<file path="src/rtl/icmp_echo_responder_unit_assert.svh">
// Assertion macros for the module that checks itself.
// Each macro expects the signals clock and reset in scope.
`ifndef ICMP_ECHO_RESPONDER_UNIT_ASSERT_SVH
`define ICMP_ECHO_RESPONDER_UNIT_ASSERT_SVH

// Same-cycle implication.
`define IECHO_ASSERT_NOW(label, ante, cons, msg) \
   label: assert property (@(posedge clock) disable iff (reset) (ante) |-> (cons)) \
      else $error(msg);

// Next-cycle implication.
`define IECHO_ASSERT_NEXT(label, ante, cons, msg) \
   label: assert property (@(posedge clock) disable iff (reset) (ante) |=> (cons)) \
      else $error(msg);

`endif

</file>
<file path="src/rtl/iecho_pkg.sv">
`timescale 1ns / 1ps

package iecho_pkg;

   localparam int MAX_MESSAGE_BYTES = 2048;
   localparam int ADDR_W  = $clog2(MAX_MESSAGE_BYTES);
   localparam int COUNT_W = $clog2(MAX_MESSAGE_BYTES + 1);
   localparam int SUM_W   = COUNT_W + 15;

   localparam logic [7:0] ECHO_REQUEST_TYPE = 8'd8;
   localparam int         MIN_MESSAGE_BYTES = 8;

   localparam logic [2:0] STATUS_STORED   = 3'd0;
   localparam logic [2:0] STATUS_READY    = 3'd1;
   localparam logic [2:0] STATUS_NOT_ECHO = 3'd2;
   localparam logic [2:0] STATUS_SHORT    = 3'd3;
   localparam logic [2:0] STATUS_LONG     = 3'd4;
   localparam logic [2:0] STATUS_BYTE     = 3'd5;
   localparam logic [2:0] STATUS_EMPTY    = 3'd6;

   localparam logic OP_PUSH = 1'b0;
   localparam logic OP_PULL = 1'b1;

   typedef struct packed {
      logic       restart;
      logic       drop;
      logic       add;
      logic       high_half;
      logic [7:0] data;
   } csum_ctl_type;

endpackage

</file>
<file path="src/rtl/iecho_csum.sv">
`timescale 1ns / 1ps

module iecho_csum (
   input  logic                   clock,
   input  logic                   reset,
   input  iecho_pkg::csum_ctl_type ctl,
   output logic [15:0]            checksum
);

   logic [iecho_pkg::SUM_W-1:0] sum_ff;
   logic [iecho_pkg::SUM_W-1:0] sum_in;
   logic [iecho_pkg::SUM_W-1:0] base_sum;
   logic [15:0]                 word;
   logic [16:0]                 fold_one;

   always_comb begin
      word     = ctl.high_half ? {ctl.data, 8'h00} : {8'h00, ctl.data};
      base_sum = ctl.restart ? '0 : sum_ff;
      if (ctl.drop) begin
         sum_in = '0;
      end else if (ctl.add) begin
         sum_in = base_sum + iecho_pkg::SUM_W'(word);
      end else begin
         sum_in = base_sum;
      end
   end

   // The high part is narrow, so a second carry can never spill out of bit 15.
   always_comb begin
      fold_one = {1'b0, sum_ff[15:0]} + 17'(sum_ff[iecho_pkg::SUM_W-1:16]);
      checksum = ~(fold_one[15:0] + 16'(fold_one[16]));
   end

   always_ff @(posedge clock) begin
      if (reset) begin
         sum_ff <= '0;
      end else begin
         sum_ff <= sum_in;
      end
   end

endmodule
</file>
<file path="config.mk">
export PLATFORM = sky130hd
export DESIGN_NAME = iecho_csum
export DESIGN_NICKNAME = d
export VERILOG_FILES = /design/src/rtl/icmp_echo_responder_unit_assert.svh /design/src/rtl/iecho_pkg.sv /design/src/rtl/iecho_csum.sv
export SDC_FILE = /design/constraint.sdc
export NUM_CORES = 1
export LEC_CHECK = 0
export ABC_AREA = 0
export ABC_CLOCK_PERIOD_IN_PS = 9150
export BUFFER_PORTS_ARGS = -buffer_cell sky130_fd_sc_hd__buf_2
export CAP_MARGIN = 20
export CORE_MARGIN = 3
export CORE_UTILIZATION = 46
export DETAILED_ROUTE_END_ITERATION = 16
export PLACE_DENSITY = 0.72
export SLEW_MARGIN = 20
export SYNTH_ARGS = -nofsm -noshare
export SYNTH_HDL_FRONTEND = slang
export SYNTH_SLANG_ARGS = --single-unit
</file>
<file path="constraint.sdc">
create_clock -name clock -period 9.15 [get_ports clock]
set_input_delay 0.4575 -clock clock [delete_from_list [all_inputs] [get_ports clock]]
set_output_delay 0.4575 -clock clock [all_outputs]
set_load 0.05 [all_outputs]
</file>
Word level (Yosys, flattened, before mapping). Cells that the tools add are included.

Add/sub/neg operators: 3. $mul: 0. Divide/modulo/power cells: 0. $lt $le $gt $ge: 0. Eq/ne operators: 0. Shift-type cells: 0. Muxes and demuxes: 3. Bitwise gates (word level): 1. Reductions and logical operators: 1.

Operators with widths (number): 27-bit two-way mux (2); 27-bit by 16-bit adder with 27-bit output (1); 16-bit by 11-bit adder with 17-bit output (1); 16-bit by 1-bit adder with 16-bit output (1); 16-bit two-way mux (1); 16-bit inverter (1); 2-bit OR reduction (1).

Bits in registers: 27. Bits in latches: 0. Bits in writable memories: 0. Bits in read-only memories: 0. Bits of input ports: 14. Output and inout bits: 16. Memories: 0.

Longest topological paths before layout. Gate-level depths: netlist (run 1).

Depth in word-level cells: 3. Mapped depth: 18.

Least setup slack after synthesis (run 1). Ideal clock, no wire load.

Path type: register -> output. Start: register sum_ff[16] (netlist name). End: output checksum[11]. Data arrival time: 4406 ps. Required time: 8693 ps. Setup slack: 4286 ps. Cell stages (with the launch flop): 18. Buffers on the path: 0. Cell sequence: dfxtp_1 -> ha_1 -> inv_1 -> fa_1 -> nand2b_1 -> a211oi_2 -> o21ai_1 -> o211ai_2 -> or2_2 -> and4_1 -> ha_1 -> nor2b_1 -> nand2_1 -> a311o_1 -> nor2_1 -> nor4b_4 -> nand4_4 -> xnor2_1.

Longest elaborated chain between the ends: 3.

RTL lines: start, declared (RTL line iecho_csum.sv:10) `logic [iecho_pkg::SUM_W-1:0] sum_ff;`; start signal, assigned (RTL line iecho_csum.sv:38) `sum_ff <= sum_in;`; 16-bit by 11-bit adder with 17-bit output (RTL line iecho_csum.sv:30) `fold_one = {1'b0, sum_ff[15:0]} + 17'(sum_ff[iecho_pkg::SUM_W-1:16]);`; 16-bit by 1-bit adder with 16-bit output (RTL line iecho_csum.sv:31) `checksum = ~(fold_one[15:0] + 16'(fold_one[16]));`; 16-bit inverter (RTL line iecho_csum.sv:31); end, declared (RTL line iecho_csum.sv:7) `output logic [15:0] checksum`.

Every way passes these cells.

Worst setup path in the final report (run 1).
Start: register sum_ff[16] (netlist name). End: output checksum[15].

Same word-level chain as after synthesis.

==> flow_summary.ini, run 1 <==
[synth]
syn_inst = 399
synth_cell_types = 61
post_synth.cell_area_avg_um2 = 7.85
synth_top_area_share_pct = 17.3
yosys_warnings = 0
synth_top_cells_by_area = sky130_fd_sc_hd__dfxtp_1, sky130_fd_sc_hd__ha_1, sky130_fd_sc_hd__xnor2_1
postSynthNetCount = 444
synth.cell_area_mm2 = 0.00313
yosys.area.top_type = sky130_fd_sc_hd__dfxtp_1
ys_ff_latch = 27
synth-edff-count = 0
synthArstFlopShare_pct = 0
synthFlopType = sky130_fd_sc_hd__dfxtp_1
synth-seq-area-share_pct = 17.3

[pwr]
power.share.sequential_pct = 51.1
p_int_uw = 168
power.clock.fraction_pct = 28.8
p_comb_share_pct = 20.2
power_density_mw_per_mm2 = 70.0
peak_vdd_ir_uv = 46.1
report.power.total_uw = 236
power.leakage_nw = 1.40
switchingPower_uw = 68.6
p_sw_share_pct = 29.0

[setup_path]
path_buf_inv = 2
timing.critical_path.from_type = register
crit_required_ps = 8690
timing.critical_path.depth = 19
reg2reg_depth = 11
cp_max_delay_cell = sky130_fd_sc_hd__fa_1
reg2reg_to = sum_ff[19]
critical_path_arrival_ps = 4950
timing.reg2reg.setup_slack_ps = 6090
crit_top_cell = sky130_fd_sc_hd__ha_1
timing.critical_path.to_type = output pin
cp_cell_sequence = ha_1 > inv_1 > fa_1 > nand2b_1 > a211oi_2 > o21ai_1 > o211ai_2 > or2_2 > and4_1 > ha_1 > nor2b_1 > nand2_1 > a311o_1 > nor2_1 > nor4b_4 > nand4_4 > o31ai_4 > xnor2_1 > buf_2
critical_path_peak_fanout = 4
timing_worst_setup_path_type = reg -> out
critPathTopFamily = simple AND/OR/NAND/NOR gates
timing.rr.start = sum_ff[1]
critical_path_max_stage_delay_ps = 410

[hold_path]
min_delay_worst_endpoint = sum_ff[13]
min-delay-path-class = in -> reg
min_path_cells = 3
holdCritStartpoint = reset

[die]
initial_core_util_pct = 48.5
floorplan.rows = 29
core_area_mm2 = 0.00646
fp.dieW_um = 88.5
die_span_y_um = 88.5
floorplan.io_pins = 30
total_die_area_mm2 = 0.00784

[cells_and_area]
fill_cell_instance_count_of_the_final_layout = 637
largest_register_ff_count = 27
seq_area_um2 = 541
largestRegisters = sum_ff x27
largest_register = sum_ff
design.final.nets = 466
flow.area_growth_from_synthesis_pct = 7.71
multi_input_area_mm2 = 0.00248
num_antenna_cells = 0
post_route_cells_drive_above_1_share_pct = 11.7

[clock_network]
clkLatencyLatePin_ps = 270
max-clock-path-buffers = 2
post_cts.resized_instances = 0
cts.htree.levels = 1
cts_made_buffers = 3
cts-hold-fix-buffers = 0
clkSinkCount = 27
ctsRootBufferMaster = sky130_fd_sc_hd__clkbuf_8
tritoncts_clock_tree = done
cts_setup_buffers = 0
cts.reportedPaths.clkPinSlew_ps = 90

[timing]
timing.max_slew.rel_slack_pct = 60.0
tightest_slew_ps = 594
rsz0062_at_grt = no
timing.fmax_ghz = 0.185
skew_ps = 5.67
maxSlewViolCount = 0
final.setup.tns_ps = 0
finalSetupViolations = 0
hold_viol_final = 0
finalWorstPathRequiredPeriod_ps = 5410
final_min_period_over_clock_period_pct = 59.1

[route]
drc_marker_count_from_the_first_detailed_route_iteration = 132
remaining_drc_errors = 0
post_drt_wl_per_cell_um = 14.2
postRouteAntennaNets = 0
dr.pass1.iters = 4
vias = 2796
route.final.wire_length_mm = 7.04
routed_via_density = 5.63

[grt]
grt_antenna_before_repair = 0
gr-usage-all-layers_pct = 18.8
grt_pass1_wl_mm = 11.8
pin_count_of_the_biggest_net_entering_global_routing = 22
grt_overflow = 0
first_global_vias = 2553

[placed_design]
place.gp.congestion = 0.858
port_buffers = 29
hpwl_mm = 5.75

[flow_run]
drv.max_cap_violation_count = 0

[status]
status = finished clean
-- how the worst max path moves through the flow --
stage / startpoint / endpoint
global route: sum_ff[16] / checksum[15]
global placement: sum_ff[16] / checksum[15]
floorplan: sum_ff[16] / checksum[11]
CTS: sum_ff[16] / checksum[15]
finish: sum_ff[16] / checksum[15]
detailed placement: sum_ff[16] / checksum[15]
-- through the flow --
| stage | worst slack, ps | hold WS [ps] | instance area, um2 | cells | util, % |
|---|---|---|---|---|---|
| after floorplan | 4290 | 488 | 3130 | 399 | - |
| after global placement | 4140 | 505 | 3330 | 493 | 51.5 |
| after detailed placement | 4000 | 513 | 3330 | 493 | 51.5 |
| after CTS | 3680 | 518 | 3370 | 497 | 52.2 |
| after global routing | 3390 | 548 | 3370 | 497 | 52.2 |
| final | 3740 | 523 | 3370 | 497 | 52.2 |
-- cell usage after synthesis, types with 7 or more instances --
cell,number
sky130_fd_sc_hd__a21o_1,8
sky130_fd_sc_hd__a21oi_1,22
sky130_fd_sc_hd__and2_1,16
sky130_fd_sc_hd__and3_1,9
sky130_fd_sc_hd__clkbuf_1,9
sky130_fd_sc_hd__dfxtp_1,27
sky130_fd_sc_hd__ha_1,29
sky130_fd_sc_hd__inv_1,17
sky130_fd_sc_hd__mux2i_1,10
sky130_fd_sc_hd__nand2_1,23
sky130_fd_sc_hd__nand3_1,10
sky130_fd_sc_hd__nor2_1,40
sky130_fd_sc_hd__nor2b_1,28
sky130_fd_sc_hd__nor3_1,7
sky130_fd_sc_hd__o21ai_0,10
sky130_fd_sc_hd__xnor2_1,30
sky130_fd_sc_hd__xor2_1,15
-- worst reg2reg max path, cell delays in order, from the launching register on --
cell	delay, ps
sky130_fd_sc_hd__dfxtp_1	330
sky130_fd_sc_hd__nand2b_1	150
sky130_fd_sc_hd__inv_1	70
sky130_fd_sc_hd__ha_1	270
sky130_fd_sc_hd__a21o_1	110
sky130_fd_sc_hd__a21oi_1	110
sky130_fd_sc_hd__nor4b_1	470
sky130_fd_sc_hd__o21bai_1	220
sky130_fd_sc_hd__a311oi_1	540
sky130_fd_sc_hd__nor2_1	180
sky130_fd_sc_hd__or3_1	400
sky130_fd_sc_hd__a21oi_1	150
-- power by group through the flow --
| stage | registers [mW] | logic [mW] | clock network [mW] |
|---|---|---|---|
| 2_1_floorplan | 0.123 | 0.0361 | 0 |
| 3_3_place_gp | 0.123 | 0.0469 | 0 |
| 3_5_place_dp | 0.123 | 0.0475 | 0 |
| 4_1_cts | 0.121 | 0.0478 | 0.0694 |
| 5_1_grt | 0.121 | 0.0525 | 0.0725 |
| 6_report | 0.121 | 0.0477 | 0.0680 |
-- cell families (layout without fill, tap and decap cells) --
kind of cell	count (synthesis)	after routing	share of synthesized area, %
flops	27	27	17.3
mux	11	11	3.55
compound gates	88	88	20.3
buf+inv	30	51	3.59
simple gates	166	166	29.3
fa+ha+maj	31	31	12.9
xor+xnor	46	46	13.1
-- placed cells by master, fill, tap and decap left out, types with 3 or more instances in the layout --
master and n:
sky130_fd_sc_hd__a211oi_1 3, sky130_fd_sc_hd__a21o_1 8, sky130_fd_sc_hd__a21oi_1 22, sky130_fd_sc_hd__a31oi_1 6, sky130_fd_sc_hd__and2_1 16, sky130_fd_sc_hd__and3_1 9, sky130_fd_sc_hd__buf_2 29, sky130_fd_sc_hd__clkbuf_8 3
sky130_fd_sc_hd__dfxtp_1 27, sky130_fd_sc_hd__ha_1 29, sky130_fd_sc_hd__inv_1 17, sky130_fd_sc_hd__mux2i_1 10, sky130_fd_sc_hd__nand2_1 23, sky130_fd_sc_hd__nand2b_1 6, sky130_fd_sc_hd__nand3_1 10, sky130_fd_sc_hd__nand4_1 4
sky130_fd_sc_hd__nor2_1 40, sky130_fd_sc_hd__nor2b_1 28, sky130_fd_sc_hd__nor3_1 7, sky130_fd_sc_hd__nor4_1 3, sky130_fd_sc_hd__o211ai_1 6, sky130_fd_sc_hd__o21a_1 6, sky130_fd_sc_hd__o21ai_0 10, sky130_fd_sc_hd__o21ai_1 4
sky130_fd_sc_hd__o21bai_1 3, sky130_fd_sc_hd__or2_2 4, sky130_fd_sc_hd__or3_1 4, sky130_fd_sc_hd__xnor2_1 30, sky130_fd_sc_hd__xor2_1 15
-- layer usage --
| layer | vias up | track usage (%) | wire [um] |
|---|---|---|---|
| met5 | - | 0 | 0 |
| met2 | 58 | 30.6 | 3230 |
| li1 | 1453 | - | - |
| met1 | 1277 | 26.1 | 3520 |
| met3 | 8 | 1.21 | 194 |
| met4 | 0 | 6.87 | 99 |
-- layout make-up --
cell class | count | area share [%]
timing repair buffer | 29 | 4.30
sequential | 27 | 16.0
tap | 77 | 2.86
inverter | 18 | 2.00
multi-input combinational | 342 | 73.5
clock buffer | 4 | 1.33
Note: power is estimated with default switching activity, not from simulation.
==> inputs of run 2 (changes only) <==
--- a/config.mk
+++ b/config.mk
@@ -6,13 +6,13 @@
 export NUM_CORES = 1
 export LEC_CHECK = 0
 export ABC_AREA = 0
-export ABC_CLOCK_PERIOD_IN_PS = 9150
+export ABC_CLOCK_PERIOD_IN_PS = 4500
 export BUFFER_PORTS_ARGS = -buffer_cell sky130_fd_sc_hd__buf_2
 export CAP_MARGIN = 20
 export CORE_MARGIN = 3
 export CORE_UTILIZATION = 46
 export DETAILED_ROUTE_END_ITERATION = 16
-export PLACE_DENSITY = 0.72
+export PLACE_DENSITY = 0.75
 export SLEW_MARGIN = 20
 export SYNTH_ARGS = -nofsm -noshare
 export SYNTH_HDL_FRONTEND = slang
==> constraint.sdc (replaced) <==
create_clock -name clock -period 4.5 [get_ports clock]
set_input_delay 0.225 -clock clock [delete_from_list [all_inputs] [get_ports clock]]
set_output_delay 0.225 -clock clock [all_outputs]
set_load 0.05 [all_outputs]
==> run 2 against run 1 <==
Net effect:
- final cell count is 2.4% higher
- hold slack got worse by 230 ps
- via count is 4.6% higher
- critical path depth unchanged
- setup slack lost 3600 ps
- sequential share of layout area decreased by 0.67 points
- clock-buffer cell count is the same
- sequential cell count unchanged
- power increased by 110%
- sequential power increased by 100%
- first-iteration DRC count is 3.8% higher
- utilization up 2.7 points
- critical path type unchanged
- critical endpoint unchanged
- largest power group unchanged
==> flow_summary.ini, run 2 (synthesis gave the netlist of run 1 again) <==
[status]
status = finished clean

[setup_path]
critical_path_max_stage_delay_ps = 380
cp_max_delay_cell = sky130_fd_sc_hd__fa_2
timing.rr.start = sum_ff[1]
timing_worst_setup_path_type = reg -> out
crit_required_ps = 4280
timing.reg2reg.setup_slack_ps = 1460
timing.critical_path.from_type = register
cp_cell_sequence = ha_4 > inv_2 > fa_2 > nand2b_4 > a211oi_4 > o21ai_2 > o211ai_2 > or2_4 > and4_4 > ha_4 > nor2b_4 > nand2_2 > a311o_1 > nor2_1 > nor4b_4 > nand4_4 > o31ai_4 > xnor2_1 > buf_4
critical_path_peak_fanout = 4
path_buf_inv = 2
reg2reg_to = sum_ff[19]
critical_path_arrival_ps = 4110
reg2reg_depth = 11
timing.critical_path.to_type = output pin
crit_top_cell = sky130_fd_sc_hd__ha_4
critPathTopFamily = simple AND/OR/NAND/NOR gates

[clock_network]
max-clock-path-buffers = 2
cts.reportedPaths.clkPinSlew_ps = 100
cts.htree.levels = 1
tritoncts_clock_tree = done
cts_made_buffers = 3
cts-hold-fix-buffers = 0
clkSinkCount = 27
ctsRootBufferMaster = sky130_fd_sc_hd__clkbuf_8
clkLatencyLatePin_ps = 280

[cells_and_area]
most-common-layout-cells = sky130_fd_sc_hd__nor2_1, sky130_fd_sc_hd__xnor2_1, sky130_fd_sc_hd__nor2b_1, sky130_fd_sc_hd__ha_1, sky130_fd_sc_hd__buf_2
largest_register_ff_count = 27
largest_register = sum_ff
design_area_mm2 = 0.00355
design.final.nets = 478
layout.cells.most_common = sky130_fd_sc_hd__nor2_1
num_antenna_cells = 0
post_route_cells_drive_above_1_share_pct = 17.1
flow.area_growth_from_synthesis_pct = 13.2
largestRegisters = sum_ff x27
fill_cell_instance_count_of_the_final_layout = 617

[die]
floorplan.io_pins = 30
die_span_y_um = 88.5
fp.dieW_um = 88.5
total_die_area_mm2 = 0.00784
initial_core_util_pct = 48.5
core_area_mm2 = 0.00646
floorplan.rows = 29

[pwr]
report.power.total_uw = 487
power_density_mw_per_mm2 = 137
peak_vdd_ir_uv = 102
power.leakage_nw = 1.48

[timing]
final_min_period_over_clock_period_pct = 96.2
tightest_slew_ps = 606
maxSlewViolCount = 0
timing.max_slew.rel_slack_pct = 59.3
final.setup.tns_ps = 0
rsz0062_at_grt = yes
final_critical_path_setup_slack_ps = 170
skew_ps = 4.25
finalSetupViolations = 0
timing.fmax_ghz = 0.231
finalWorstPathRequiredPeriod_ps = 4330
hold_viol_final = 0

[route]
vias = 2926
route.final.wire_length_mm = 7.39
routed_via_density = 5.75
dr.pass1.iters = 4
remaining_drc_errors = 0
postRouteAntennaNets = 0
drc_marker_count_from_the_first_detailed_route_iteration = 137
post_drt_wl_per_cell_um = 14.5

[grt]
grt_antenna_before_repair = 0
gr-usage-all-layers_pct = 19.3
pin_count_of_the_biggest_net_entering_global_routing = 22
grt_pass1_wl_mm = 12.1
grt_overflow = 0
first_global_vias = 2726

[placed_design]
hpwl_mm = 5.87
place.gp.congestion = 0.864
postPlaceCellArea_mm2 = 0.00337
port_buffers = 29
post_placement_setup_slack_ps = -64.6

[hold_path]
min_path_cells = 3
holdCritStartpoint = reset
min-delay-path-class = in -> reg
min_delay_worst_endpoint = sum_ff[13]

[flow_run]
drv.max_cap_violation_count = 0
-- run 2: changes by cell type in the layout (fill, tap and decap cells not counted), sizes merged --
cell,previous run,this run
buf,29,41
-- run 2: cell type report --
class | count | area, um2 | area share, %
multi-input cells | 342 | 2550 | 71.9
flip-flops and latches | 27 | 544 | 15.3
repair buffers | 41 | 245 | 6.91
well taps | 77 | 96.3 | 2.72
inverters | 18 | 67.6 | 1.90
clock buffers | 4 | 45.0 | 1.27
-- run 2: per-stage QoR --
stage / utilization (%) / std cells / hold slack, ps
after floorplan: - / 399 / 430
after global placement: 52.1 / 497 / 504
after detailed placement: 52.1 / 497 / 535
after CTS: 53.9 / 505 / 290
after global routing: 54.9 / 509 / 301
final: 54.9 / 509 / 294
-- run 2: worst max-delay path by stage --
stage                          start      endpoint  slack [ps]  cells after the start
final                     sum_ff[16]  checksum[15]         170                     19
after global routing      sum_ff[16]  checksum[14]         -30                     19
after CTS                 sum_ff[16]  checksum[14]          10                     19
after detailed placement  sum_ff[16]  checksum[15]         -60                     19
after global placement    sum_ff[16]  checksum[15]          90                     19
after floorplan           sum_ff[16]  checksum[15]           4                     18
-- run 2: layer usage --
| metal | up-vias | part of all wire [%] | track usage [%] |
|---|---|---|---|
| li1 | 1483 | - | - |
| met1 | 1361 | 47 | 25.8 |
| met2 | 72 | 48 | 32.7 |
| met3 | 10 | 3.3 | 1.40 |
| met4 | 0 | 1.6 | 7.14 |
| met5 | - | 0 | 0 |
-- run 2: report_power, final --
| group | switching [mW] | internal (mW) |
|---|---|---|
| Combinational | 0.0615 | 0.0366 |
| Clock | 0.0797 | 0.0636 |
| Sequential | 0.00351 | 0.242 |
-- run 2: what timing repair did --
| item | CTS | global route |
|---|---|---|
| endpoints found under the setup margin | 5 | 5 |
| pin swaps | 5 | 11 |
| buffers inserted | 4 | 4 |
| resized for setup | 11 | 10 |
-- run 2: worst register-to-register path, cell delays in order, from the launching register on --
cell,delay (ps)
sky130_fd_sc_hd__dfxtp_1,340
sky130_fd_sc_hd__nand2b_1,160
sky130_fd_sc_hd__inv_1,60
sky130_fd_sc_hd__ha_1,270
sky130_fd_sc_hd__a21o_1,110
sky130_fd_sc_hd__a21oi_1,100
sky130_fd_sc_hd__nor4b_1,490
sky130_fd_sc_hd__o21bai_1,210
sky130_fd_sc_hd__a311oi_1,540
sky130_fd_sc_hd__nor2_1,170
sky130_fd_sc_hd__or3_1,400
sky130_fd_sc_hd__a21oi_1,130
